$ cat src/rtl/dtq_pkg.sv
`timescale 1ns / 1ps
`default_nettype none
// Shared types and constants of the deadline timer queue.
// Used by the channel interfaces, the entry store, the controller and the top level.
package dtq_pkg;

	// Queue geometry.
	localparam int CAPACITY  = 16;
	localparam int TIME_BITS = 32;
	localparam int ID_W      = 4;
	localparam int ID_COUNT  = 16;
	localparam int ADDR_W    = (CAPACITY > 1) ? $clog2(CAPACITY) : 1;
	localparam int CNT_W     = $clog2(CAPACITY + 1);
	localparam int POP_W     = $clog2(ID_COUNT + 1);

	// Command codes.
	typedef enum logic [1:0] {
		MODE_INSERT = 2'd0,
		MODE_TICK   = 2'd1,
		MODE_CANCEL = 2'd2
	} mode_t;

	// Result status codes.
	typedef enum logic [2:0] {
		ST_INSERTED   = 3'd0,
		ST_FULL       = 3'd1,
		ST_DUPLICATE  = 3'd2,
		ST_CANCELLED  = 3'd3,
		ST_NOT_QUEUED = 3'd4,
		ST_EXPIRED    = 3'd5,
		ST_NONE       = 3'd6
	} status_t;

	// One queue cell.
	typedef struct packed {
		logic [TIME_BITS-1:0] deadline;
		logic [ID_W-1:0]      id;
	} entry_t;

	// Access request to the entry store.
	typedef struct packed {
		logic              rd_en;
		logic [ADDR_W-1:0] rd_addr;
		logic              wr_en;
		logic [ADDR_W-1:0] wr_addr;
		entry_t            wr_data;
	} mem_req_t;

	// One result item.
	typedef struct packed {
		status_t              status;
		logic [ID_W-1:0]      id;
		logic [TIME_BITS-1:0] deadline;
		logic                 last;
	} result_t;

endpackage
`default_nettype wire

$ cat src/rtl/dtq_if.sv
`timescale 1ns / 1ps
`default_nettype none
// Valid/ready channel interfaces for commands and results.
// Depends on dtq_pkg for widths.
interface dtq_cmd_if import dtq_pkg::*; ();
	logic                 valid;
	logic                 ready;
	logic [1:0]           mode;
	logic [ID_W-1:0]      entry_id;
	logic [TIME_BITS-1:0] deadline;
	logic [TIME_BITS-1:0] now_time;

	modport source (output valid, mode, entry_id, deadline, now_time, input ready);
	modport sink (input valid, mode, entry_id, deadline, now_time, output ready);
endinterface

interface dtq_rsp_if import dtq_pkg::*; ();
	logic                 valid;
	logic                 ready;
	logic [2:0]           status;
	logic [ID_W-1:0]      result_id;
	logic [TIME_BITS-1:0] result_deadline;
	logic                 last;

	modport source (output valid, status, result_id, result_deadline, last, input ready);
	modport sink (input valid, status, result_id, result_deadline, last, output ready);
endinterface
`default_nettype wire

$ cat src/rtl/dtq_store.sv
`timescale 1ns / 1ps
`default_nettype none
// Entry store: one synchronous memory of queue cells, one write and one read per cycle.
// Depends on dtq_pkg for the cell type and address width.
module dtq_store import dtq_pkg::*; (
	input  wire logic     clk,
	input  wire mem_req_t req,
	output entry_t        rd_data
);

	entry_t mem [CAPACITY];

	// Write port.
	always_ff @(posedge clk) begin
		if (req.wr_en) begin
			mem[req.wr_addr] <= req.wr_data;
		end
	end

	// Registered read port; data holds while no read is issued.
	always_ff @(posedge clk) begin
		if (req.rd_en) begin
			rd_data <= mem[req.rd_addr];
		end
	end

endmodule
`default_nettype wire

$ cat src/rtl/dtq_ctrl.sv
`timescale 1ns / 1ps
`default_nettype none
// Sequencer of the timer queue: insert, cancel and tick over a circular buffer in the store.
// Depends on dtq_pkg and dtq_cmd_if; drives dtq_store and the result register of the top level.
module dtq_ctrl import dtq_pkg::*; (
	input  wire logic   clk,
	input  wire logic   arst_n,
	dtq_cmd_if.sink     cmd,
	output mem_req_t    mem_req,
	input  wire entry_t rd_data,
	input  wire logic   res_free,
	output logic        res_push,
	output result_t     res_data
);

	typedef enum logic [6:0] {
		S_IDLE     = 7'b0000001,
		S_INS_CMP  = 7'b0000010,
		S_INS_PUT  = 7'b0000100,
		S_CAN_CMP  = 7'b0001000,
		S_CAN_SH   = 7'b0010000,
		S_TICK_CMP = 7'b0100000,
		S_DONE     = 7'b1000000
	} state_t;

	localparam logic [ADDR_W:0] CapExt = (ADDR_W + 1)'(CAPACITY);

	state_t               state_q, state_n;
	logic [ADDR_W-1:0]    head_q, head_n;
	logic [CNT_W-1:0]     count_q, count_n;
	logic [ID_COUNT-1:0]  queued_q, queued_n;
	logic [ADDR_W-1:0]    pos_q, pos_n;
	logic [POP_W-1:0]     pops_q, pops_n;
	logic [ID_W-1:0]      id_q, id_n;
	logic [TIME_BITS-1:0] dl_q, dl_n;
	logic [TIME_BITS-1:0] now_q, now_n;
	logic                 pend_v_q, pend_v_n;
	entry_t               pend_q, pend_n;
	status_t              fin_status_q, fin_status_n;
	entry_t               fin_q, fin_n;
	logic [CNT_W-1:0]     pos_ext;
	logic [CNT_W-1:0]     pos_up;
	logic                 expire;

	// Logical queue place to memory address, wrapping at the capacity.
	function automatic logic [ADDR_W-1:0] phys(input logic [ADDR_W-1:0] h,
			input logic [ADDR_W-1:0] l);
		logic [ADDR_W:0] s;
		s = {1'b0, h} + {1'b0, l};
		if (s >= CapExt) begin
			s = s - CapExt;
		end
		return s[ADDR_W-1:0];
	endfunction

	assign cmd.ready = (state_q == S_IDLE);
	assign pos_ext   = CNT_W'(pos_q);
	assign pos_up    = pos_ext + CNT_W'(1);
	assign expire    = (now_q >= rd_data.deadline) && (pops_q < POP_W'(ID_COUNT));

	// Next-state logic of the sequencer.
	always_comb begin
		state_n      = state_q;
		head_n       = head_q;
		count_n      = count_q;
		queued_n     = queued_q;
		pos_n        = pos_q;
		pops_n       = pops_q;
		id_n         = id_q;
		dl_n         = dl_q;
		now_n        = now_q;
		pend_v_n     = pend_v_q;
		pend_n       = pend_q;
		fin_status_n = fin_status_q;
		fin_n        = fin_q;
		mem_req      = '0;
		res_push     = 1'b0;
		res_data     = '0;

		unique case (state_q)
			S_IDLE: begin
				if (cmd.valid) begin
					id_n  = cmd.entry_id;
					dl_n  = cmd.deadline;
					now_n = cmd.now_time;
					fin_n = '{deadline: '0, id: cmd.entry_id};
					case (cmd.mode)
						MODE_INSERT: begin
							if (queued_q[cmd.entry_id]) begin
								fin_status_n = ST_DUPLICATE;
								state_n      = S_DONE;
							end else if (count_q == CNT_W'(CAPACITY)) begin
								fin_status_n = ST_FULL;
								state_n      = S_DONE;
							end else if (count_q == '0) begin
								mem_req.wr_en   = 1'b1;
								mem_req.wr_addr = head_q;
								mem_req.wr_data = '{deadline: cmd.deadline, id: cmd.entry_id};
								count_n         = count_q + CNT_W'(1);
								queued_n[cmd.entry_id] = 1'b1;
								fin_status_n    = ST_INSERTED;
								state_n         = S_DONE;
							end else begin
								mem_req.rd_en   = 1'b1;
								mem_req.rd_addr = phys(head_q, ADDR_W'(count_q - CNT_W'(1)));
								pos_n           = ADDR_W'(count_q);
								state_n         = S_INS_CMP;
							end
						end
						MODE_CANCEL: begin
							if (!queued_q[cmd.entry_id]) begin
								fin_status_n = ST_NOT_QUEUED;
								state_n      = S_DONE;
							end else begin
								mem_req.rd_en   = 1'b1;
								mem_req.rd_addr = head_q;
								pos_n           = '0;
								state_n         = S_CAN_CMP;
							end
						end
						MODE_TICK: begin
							pops_n   = '0;
							pend_v_n = 1'b0;
							if (count_q == '0) begin
								fin_status_n = ST_NONE;
								fin_n        = '0;
								state_n      = S_DONE;
							end else begin
								mem_req.rd_en   = 1'b1;
								mem_req.rd_addr = head_q;
								state_n         = S_TICK_CMP;
							end
						end
						default: begin
							state_n = S_IDLE;
						end
					endcase
				end
			end

			// Walk from the tail toward the head, moving later deadlines up one cell.
			S_INS_CMP: begin
				mem_req.wr_en   = 1'b1;
				mem_req.wr_addr = phys(head_q, pos_q);
				if (rd_data.deadline > dl_q) begin
					mem_req.wr_data = rd_data;
					pos_n           = pos_q - ADDR_W'(1);
					if (pos_q == ADDR_W'(1)) begin
						state_n = S_INS_PUT;
					end else begin
						mem_req.rd_en   = 1'b1;
						mem_req.rd_addr = phys(head_q, pos_q - ADDR_W'(2));
					end
				end else begin
					mem_req.wr_data  = '{deadline: dl_q, id: id_q};
					count_n          = count_q + CNT_W'(1);
					queued_n[id_q]   = 1'b1;
					fin_status_n     = ST_INSERTED;
					state_n          = S_DONE;
				end
			end

			// The new entry goes to the head cell.
			S_INS_PUT: begin
				mem_req.wr_en   = 1'b1;
				mem_req.wr_addr = phys(head_q, pos_q);
				mem_req.wr_data = '{deadline: dl_q, id: id_q};
				count_n         = count_q + CNT_W'(1);
				queued_n[id_q]  = 1'b1;
				fin_status_n    = ST_INSERTED;
				state_n         = S_DONE;
			end

			// Search from the head for the id to cancel.
			S_CAN_CMP: begin
				if (rd_data.id == id_q) begin
					if (pos_up < count_q) begin
						mem_req.rd_en   = 1'b1;
						mem_req.rd_addr = phys(head_q, ADDR_W'(pos_up));
						state_n         = S_CAN_SH;
					end else begin
						count_n        = count_q - CNT_W'(1);
						queued_n[id_q] = 1'b0;
						fin_status_n   = ST_CANCELLED;
						state_n        = S_DONE;
					end
				end else if (pos_up < count_q) begin
					mem_req.rd_en   = 1'b1;
					mem_req.rd_addr = phys(head_q, ADDR_W'(pos_up));
					pos_n           = ADDR_W'(pos_up);
				end else begin
					queued_n[id_q] = 1'b0;
					fin_status_n   = ST_CANCELLED;
					state_n        = S_DONE;
				end
			end

			// Close the gap: each later cell moves one place toward the head.
			S_CAN_SH: begin
				mem_req.wr_en   = 1'b1;
				mem_req.wr_addr = phys(head_q, pos_q);
				mem_req.wr_data = rd_data;
				pos_n           = ADDR_W'(pos_up);
				if ((pos_up + CNT_W'(1)) < count_q) begin
					mem_req.rd_en   = 1'b1;
					mem_req.rd_addr = phys(head_q, ADDR_W'(pos_up + CNT_W'(1)));
				end else begin
					count_n        = count_q - CNT_W'(1);
					queued_n[id_q] = 1'b0;
					fin_status_n   = ST_CANCELLED;
					state_n        = S_DONE;
				end
			end

			// Pop expired heads; each is held back until the next one is known.
			S_TICK_CMP: begin
				if (expire) begin
					if (!pend_v_q || res_free) begin
						if (pend_v_q) begin
							res_push = 1'b1;
							res_data = '{status: ST_EXPIRED, id: pend_q.id,
								deadline: pend_q.deadline, last: 1'b0};
						end
						head_n               = phys(head_q, ADDR_W'(1));
						count_n              = count_q - CNT_W'(1);
						pops_n               = pops_q + POP_W'(1);
						queued_n[rd_data.id] = 1'b0;
						if ((count_q > CNT_W'(1)) && (pops_q + POP_W'(1) < POP_W'(ID_COUNT)))
						begin
							pend_v_n        = 1'b1;
							pend_n          = rd_data;
							mem_req.rd_en   = 1'b1;
							mem_req.rd_addr = phys(head_q, ADDR_W'(1));
						end else begin
							pend_v_n     = 1'b0;
							fin_status_n = ST_EXPIRED;
							fin_n        = rd_data;
							state_n      = S_DONE;
						end
					end
				end else begin
					pend_v_n = 1'b0;
					if (pend_v_q) begin
						fin_status_n = ST_EXPIRED;
						fin_n        = pend_q;
					end else begin
						fin_status_n = ST_NONE;
						fin_n        = '0;
					end
					state_n = S_DONE;
				end
			end

			// Hand over the final result of the command.
			S_DONE: begin
				if (res_free) begin
					res_push = 1'b1;
					res_data = '{status: fin_status_q, id: fin_q.id,
						deadline: fin_q.deadline, last: 1'b1};
					state_n  = S_IDLE;
				end
			end

			default: begin
				state_n = S_IDLE;
			end
		endcase
	end

	// Control state.
	always_ff @(posedge clk or negedge arst_n) begin
		if (!arst_n) begin
			state_q  <= S_IDLE;
			head_q   <= '0;
			count_q  <= '0;
			queued_q <= '0;
			pend_v_q <= 1'b0;
		end else begin
			state_q  <= state_n;
			head_q   <= head_n;
			count_q  <= count_n;
			queued_q <= queued_n;
			pend_v_q <= pend_v_n;
		end
	end

	// Working registers of the current command.
	always_ff @(posedge clk) begin
		pos_q        <= pos_n;
		pops_q       <= pops_n;
		id_q         <= id_n;
		dl_q         <= dl_n;
		now_q        <= now_n;
		pend_q       <= pend_n;
		fin_status_q <= fin_status_n;
		fin_q        <= fin_n;
	end

	// The fill count never passes the capacity.
	a_count_bound: assert property (@(posedge clk) disable iff (!arst_n)
		count_q <= CNT_W'(CAPACITY))
		else $error("queue count above capacity");

	// Between commands, the number of queued id bits equals the fill count.
	a_queued_count: assert property (@(posedge clk) disable iff (!arst_n)
		(state_q == S_IDLE) |-> ($countones(queued_q) == int'(count_q)))
		else $error("queued id bits disagree with count");

	// A cell is never read and written in the same cycle.
	a_no_overlap: assert property (@(posedge clk) disable iff (!arst_n)
		(mem_req.wr_en && mem_req.rd_en) |-> (mem_req.wr_addr != mem_req.rd_addr))
		else $error("read and write hit the same cell");

	// Results are only produced when the result register can take them.
	a_push_free: assert property (@(posedge clk) disable iff (!arst_n)
		res_push |-> res_free)
		else $error("result pushed into a busy register");

endmodule
`default_nettype wire

$ cat src/rtl/deadline_timer_queue.sv
`timescale 1ns / 1ps
`default_nettype none
// Top level of the deadline timer queue: controller, entry store and result register.
// Depends on dtq_pkg, dtq_if, dtq_store and dtq_ctrl.
//
//  Channel | Direction | Payload                                   | Transfer when
//  cmd     | in        | mode, entry_id, deadline, now_time        | cmd.valid && cmd.ready
//  rsp     | out       | status, result_id, result_deadline, last  | rsp.valid && rsp.ready
//
// A command is taken only while the sequencer is idle. A rejected insert or cancel, an insert
// into an empty queue and a tick on an empty queue go straight to the result; any other
// insert moves each later entry up one cell, and a cancel walks all queued entries.
// A tick on a filled queue pops expired heads until an unexpired head, an empty queue or
// the pop limit ends it, with one store read per examined head. Reset clears count, head
// and id bits at once; the store needs no clearing. A stalled result register holds the
// sequencer.
module deadline_timer_queue import dtq_pkg::*; (
	input  wire logic clk,
	input  wire logic arst_n,
	dtq_cmd_if.sink   cmd,
	dtq_rsp_if.source rsp
);

	mem_req_t mem_req;
	entry_t   rd_data;
	logic     res_free;
	logic     res_push;
	result_t  res_data;
	logic     res_v_q;
	result_t  res_q;

	dtq_store u_store (
		.clk     (clk),
		.req     (mem_req),
		.rd_data (rd_data)
	);

	dtq_ctrl u_ctrl (
		.clk      (clk),
		.arst_n   (arst_n),
		.cmd      (cmd),
		.mem_req  (mem_req),
		.rd_data  (rd_data),
		.res_free (res_free),
		.res_push (res_push),
		.res_data (res_data)
	);

	// Output register; refilled in the cycle its content transfers.
	assign res_free = !res_v_q || rsp.ready;

	always_ff @(posedge clk or negedge arst_n) begin
		if (!arst_n) begin
			res_v_q <= 1'b0;
		end else if (res_free) begin
			res_v_q <= res_push;
		end
	end

	always_ff @(posedge clk) begin
		if (res_free && res_push) begin
			res_q <= res_data;
		end
	end

	assign rsp.valid           = res_v_q;
	assign rsp.status          = res_q.status;
	assign rsp.result_id       = res_q.id;
	assign rsp.result_deadline = res_q.deadline;
	assign rsp.last            = res_q.last;

endmodule
`default_nettype wire

$ cat src/flat_wrapper.sv
// flat-port wrapper written by rule: the top's interface ports become plain ports
module deadline_timer_queue_flat import dtq_pkg::*;
  (clk, arst_n, cmd_valid, cmd_mode, cmd_entry_id, cmd_deadline, cmd_now_time, cmd_ready, rsp_valid, rsp_status, rsp_result_id, rsp_result_deadline, rsp_last, rsp_ready);
  dtq_cmd_if cmd_i ();
  dtq_rsp_if rsp_i ();
  input  wire logic clk;
  input  wire logic arst_n;
  input wire logic [$bits(cmd_i.valid)-1:0] cmd_valid;
  input wire logic [$bits(cmd_i.mode)-1:0] cmd_mode;
  input wire logic [$bits(cmd_i.entry_id)-1:0] cmd_entry_id;
  input wire logic [$bits(cmd_i.deadline)-1:0] cmd_deadline;
  input wire logic [$bits(cmd_i.now_time)-1:0] cmd_now_time;
  output wire logic [$bits(cmd_i.ready)-1:0] cmd_ready;
  output wire logic [$bits(rsp_i.valid)-1:0] rsp_valid;
  output wire logic [$bits(rsp_i.status)-1:0] rsp_status;
  output wire logic [$bits(rsp_i.result_id)-1:0] rsp_result_id;
  output wire logic [$bits(rsp_i.result_deadline)-1:0] rsp_result_deadline;
  output wire logic [$bits(rsp_i.last)-1:0] rsp_last;
  input wire logic [$bits(rsp_i.ready)-1:0] rsp_ready;
  assign cmd_i.valid = cmd_valid;
  assign cmd_i.mode = cmd_mode;
  assign cmd_i.entry_id = cmd_entry_id;
  assign cmd_i.deadline = cmd_deadline;
  assign cmd_i.now_time = cmd_now_time;
  assign cmd_ready = cmd_i.ready;
  assign rsp_valid = rsp_i.valid;
  assign rsp_status = rsp_i.status;
  assign rsp_result_id = rsp_i.result_id;
  assign rsp_result_deadline = rsp_i.result_deadline;
  assign rsp_last = rsp_i.last;
  assign rsp_i.ready = rsp_ready;
  deadline_timer_queue u_core (.clk(clk), .arst_n(arst_n), .cmd(cmd_i), .rsp(rsp_i));
endmodule
$ cat config.mk
export PLATFORM = sky130hd
export DESIGN_NAME = deadline_timer_queue_flat
export DESIGN_NICKNAME = d
export VERILOG_FILES = /design/src/rtl/dtq_pkg.sv /design/src/rtl/dtq_if.sv /design/src/rtl/dtq_store.sv /design/src/rtl/dtq_ctrl.sv /design/src/rtl/deadline_timer_queue.sv /design/src/flat_wrapper.sv
export SDC_FILE = /design/constraint.sdc
export NUM_CORES = 1
export LEC_CHECK = 0
export BUFFER_PORTS_ARGS = -buffer_cell sky130_fd_sc_hd__buf_2
export CAP_MARGIN = 15
export CORE_MARGIN = 4
export CORE_UTILIZATION = 43
export CTS_CLUSTER_DIAMETER = 100
export CTS_CLUSTER_SIZE = 14
export DETAILED_ROUTE_END_ITERATION = 16
export GPL_TIMING_DRIVEN = 1
export SLEW_MARGIN = 20
export SYNTH_ARGS = -nofsm -noshare
export SYNTH_HDL_FRONTEND = slang
export SYNTH_HIERARCHICAL = 1
export SYNTH_SLANG_ARGS = --single-unit
$ cat constraint.sdc
create_clock -name clk -period 12.5 [get_ports clk]
set_clock_uncertainty 0.1 [all_clocks]
set_input_delay 0 -clock clk [delete_from_list [all_inputs] [get_ports clk]]
set_output_delay 0 -clock clk [all_outputs]
set_load 0.01 [all_outputs]
## Yosys cells after proc, flatten, opt, wreduce, memory -nomap -nowiden

Memories as Yosys holds them, arrays and structs flattened. A register that Yosys moved wholly into a read port is not among the register bits.
Cells that the tools add are included.

- Bits in read-only memories: 0
- Register bits after elaboration: 226
- RAM bits: 576
- Bits in latches: 0
- Output and inout bits: 42
- Memories: 1

- $lt $le $gt $ge: 19
- Bitwise logic cells: 6
- Add/sub/neg operators: 19
- Shifts and indexed selects: 0
- Div/mod/pow operators: 0
- Eq/ne operators: 41
- Reductions and logical operators: 26
- $mul: 0
- Muxes and demuxes: 130

Memory list:

| memory | depth | width | read ports | clocked after memory_dff | write ports | RTL line | RTL |
|---|---|---|---|---|---|---|---|
| u_core.u_store.mem | 16 | 36 | 1 | 1 | 1 | dtq_store.sv:11 | `entry_t mem [CAPACITY];` |

Operator list:

| kind | count |
|---|---|
| $mux W36 | 6 |
| $pmux W41 S4 | 1 |
| $mux W16 | 10 |
| $mux W40 | 4 |
| $mux W46 | 3 |
| $mux W5 | 25 |
| $mux W7 | 16 |
| $pmux W16 S6 | 1 |
| $mux W41 | 2 |
| $pmux W40 S2 | 1 |
| $pmux W36 S2 | 1 |
| $mux W4 | 16 |
| $pmux W7 S7 | 1 |
| $mux W3 | 12 |
| $and A16 B16 Y16 | 2 |
| $ge A32 B32 Y1 | 1 |
| $gt A32 B32 Y1 | 1 |
| $not A16 Y16 | 2 |
| $or A16 B16 Y16 | 2 |
| $ge A5 B5 Y1 const B | 6 |
| $ne A3 B3 Y1 const B | 10 |
| $pmux W5 S6 | 1 |
| $sub A4 B1 Y4 const B | 7 |
| $add A4 B4 Y5 | 5 |
| 55 further kinds | 105 |

## Depth between registers and ports, before layout

- Depth after elaboration: 12
- Mapped depth: 17

## Cells and area by module

The synthesis kept the hierarchy.

By module, submodules not included:

| module | cells each | area an instance (µm²) | times used | seq. area each (µm²) |
|---|---|---|---|---|
| dtq_store | 938 | 22,679.3 | 1 | 18,377.6 |
| dtq_ctrl | 1,229 | 11,901.4 | 1 | 5,391.4 |
| deadline_timer_queue | 44 | 1,255.0 | 1 | 1,226.2 |

## Worst setup path after synthesis

No wires, ideal clock.

- Path type: flip-flop to flip-flop
- Start: register u_core.u_ctrl.count_q[0]
- End: memory u_core/u_store/mem[0][0] (netlist name), enable pin
- Stages on the path, launching flop included: 12
- Period minus slack after synthesis: 5,255 ps
- Required time: 11,926 ps
- Arrival: 4,681 ps
- Setup slack: 7,245 ps
- Buffers on the path: 1
- Cells stage by stage: dfrtp_1 -> inv_1 -> ha_1 -> nand3_1 -> nor2_1 -> nand4_1 -> nor2_1 -> buf_2 -> o21ai_0 -> o21ai_0 -> or3b_2 -> nor3_1

RTL lines:

| element | RTL line | RTL |
|---|---|---|
| from (decl) | dtq_ctrl.sv:30 | `logic [CNT_W-1:0] count_q, count_n;` |
| from (signal assigned) | dtq_ctrl.sv:281 | `count_q <= count_n;` |
| to (decl) | dtq_store.sv:11 |  |

==> metrics.cfg <==
[layout]
final_cell_area_sq_mm=0.0406
drive_gt1_share_pct=17.7
syn_to_final_growth_pct=13.3
nets=2604

[placement]
hpwl_um=53200
gp_congestion=0.804
dp_worst_setup_slack_ns=6.59
io_buffers=115
place_area_sq_mm=0.0377

[cts]
clk_latency_ns=0.62
clkSinkCount=838
clockBufferDepth=3
path_clk_slew_ns=0.06
cts_tree=built
numCtsBuffers=69
cts-htree-levels=3
cts_resized=0
clock-root-buffer=clkbuf_16

[sta]
min_period_ns=5.85
fin_crit_sh_pct=46.8
final.setup.tns_ns=0
rsz0062_at_grt=no
timing.fmax_mhz=171
hold_violations=0
maxSlewViolCount=0
slew_headroom_pct=24.1
tightest_slew_ns=1.14
finalWorstSetupSlack_ns=6.65
setup_viol=0
hold_slack_ns=0.0352

[run_status]
status=complete, no violations

[synth]
synth_seq_cells=838
ys_seq_area_share_pct=69.7
netlist_instances=2211
synth_edf_count=804
synth_area_sq_mm=0.0358
ys_types=83
yosysTopAreaCellShare_pct=67.4
synth_ff_type=edfxtp_1
synth_fp_nets=2389
ys_warn_count=6
syn_area_per_cell_sq_um=16.2
yosysTopAreaCell=edfxtp_1
async_flop_share_pct=4.06
yosysMostFrequentCell=edfxtp_1
yosys-top-cells-count=edfxtp_1, nand2_1, mux4_2
yosys-top-cells-area=edfxtp_1, mux4_2, ha_1

[grt]
grt_start_max_net_pins=97
busiest_layer=met2
grt_pass1_vias=21100
grt_use_met2_pct=35.5
grt-ovfl-total=0
grt.met3_usage_pct=2.95
gr-usage-all-layers_pct=21.2
met1_usage_pct=29.9
grt_first_pass_wirelength_um=138000
antenna_found_initial=3

[drt]
post_drt_wl_per_cell_um=26.5
routed_wl_um=93100
post-route-drc-count=0
drt-vias-per-instance=5.95
dr.pass1.iters=6
postRouteAntennaNets=0
drtIter0Drc=2374
vias=20900

[power]
seqPwrFrac_pct=49.4
power_density_mw_per_mm2=175
p_int_uw=4990
p_comb_share_pct=22.9
switchingPower_uw=2140
p_clk_share_pct=27.7
leakagePower_uw=0.0145
switching_share_pct=30.0
report.power.total_uw=7130
peakVddDrop_v=0.000138

[worst_setup_path]
critPathBufInv=2
cp-end-kind=register
crit_slowest_cell=buf_4
rrSetupSlack_ns=6.65
reg2reg_depth=12
cp_top_family=compound AO/OA/AOI/OAI gates
rr_startpoint=u_core/u_store/rd_data[17]
slowest_delay_ns=0.89
crit_path_start_kind=register
crit_type=register to register
path_cells=inv_1, ha_1, nand4_1, o41ai_2, a21oi_1, or3_1, or2_2, o221ai_4, buf_4, mux4_2, a22oi_1, nand2_1
cp_data_arrival_time_ns=6.10
critPathMaxFanout=72
cp_data_required_time_ns=12.75
worstReg2RegEnd=u_core/u_store/rd_data[18]

[floorplanning]
die_x_um=297
die_y_um=297
core-area_sq_mm=0.0824
fp-row-count=105
die_area_sq_mm=0.0880
ios=116
initial_core_util_pct=43.5

[job]
drv_cap=0

[min_path]
hold_depth=2
holdCritPathClass=primary input to register
hp-start=cmd_now_time[7]
min_to=u_core/u_ctrl/now_q[7]

[area by class of cell]
cell class,count,area [sq um]
antenna,1,2.50
clock buffer,84,1830
clock inverter,5,53.8
fill,6795,41800
inverter,132,495
multi-input combinational,1124,9940
sequential,838,25000
tap,1070,1340
timing repair buffer,261,1960
[power groups by stage]
stage | registers, uW | clock network, uW | logic [uW]
after detailed placement | 3580 | 0 | 1610
after floorplan | 3490 | 0 | 1150
after global placement | 3570 | 0 | 1580
final | 3520 | 1970 | 1630
after CTS | 3520 | 2020 | 1640
after global routing | 3540 | 2130 | 1790
[flip-flops by register name, indices dropped and copies added (netlist names), 3 cells and up]
name	flops
u_core/u_ctrl/queued_q	16
u_core/u_ctrl/count_q	5
u_core/u_store/rd_data	36
u_core/u_ctrl/now_q	32
u_core/u_ctrl/id_q	4
u_core/u_ctrl/pos_q	4
u_core/u_ctrl/pend_q	36
u_core/u_ctrl/pops_q	5
u_core/rsp.status	3
u_core/u_ctrl/dl_q	32
u_core/u_ctrl/state_q	7
u_core/u_store/mem	576
u_core/rsp.result_deadline	32
u_core/rsp.result_id	4
u_core/u_ctrl/head_q	4
u_core/u_ctrl/fin_status_q	3
u_core/u_ctrl/fin_q	36
[cells by family after synthesis]
family	count (synthesis)	synth area share [%]
XOR/XNOR	37	0.904
AO/OA/AOI/OAI	391	7.34
multiplexers	153	9.45
AND/OR/NAND/NOR	439	5.81
adder cells (fa/ha/maj)	104	3.71
buffers and inverters	249	3.03
flip-flops	838	69.7
[per-layer routing]
metal | vias to the layer above | part of all wire [%]
met3 | 115 | 7.3
li1 | 9088 | -
met4 | 0 | 1.8
met2 | 875 | 49
met5 | - | 0
met1 | 10800 | 42
[how the worst max path moves through the flow]
stage                                           from                          to  cells after the start
after floorplan             u_core/u_ctrl/count_q[0]    u_core/u_store/mem[0][0]                     11
after global placement     u_core/u_store/rd_data[6]  u_core/u_store/rd_data[19]                     14
after detailed placement   u_core/u_store/rd_data[5]  u_core/u_store/rd_data[19]                     14
after CTS                  u_core/u_store/rd_data[5]  u_core/u_store/rd_data[19]                     14
after global routing       u_core/u_store/rd_data[6]  u_core/u_store/rd_data[12]                     14
final                     u_core/u_store/rd_data[17]  u_core/u_store/rd_data[18]                     12
[placed cells by master, fill, tap and decap left out, types with 25 or more instances in the layout]
cell and instances:
xnor2_1 25, nor2_1 40, buf_2 115, dfrtp_1 32, nand3_1 51, edfxtp_1 804
dlygate4sd3_1 103, nor3_1 37, clkbuf_16 71, mux4_2 148, inv_1 131, buf_4 40
a21oi_1 88, o21ai_0 80, ha_1 100, a22oi_1 74, nand2_1 193, a222oi_1 37
[stage by stage]
| stage | utilization (%) | cells |
|---|---|---|
| final | 49.3 | 3515 |
| after global routing | 49.3 | 3514 |
| after CTS | 49.3 | 3514 |
| after detailed placement | 45.7 | 3321 |
| after global placement | 45.7 | 3321 |
| after floorplan | - | 2211 |
[what timing repair did]
item / in CTS / in global routing
setup endpoints to repair: 0 / 0
hold buffers: 104 / 0
hold endpoints to repair: 272 / 0
buffers inserted: 0 / 0
(Power assumes the default switching activity.)
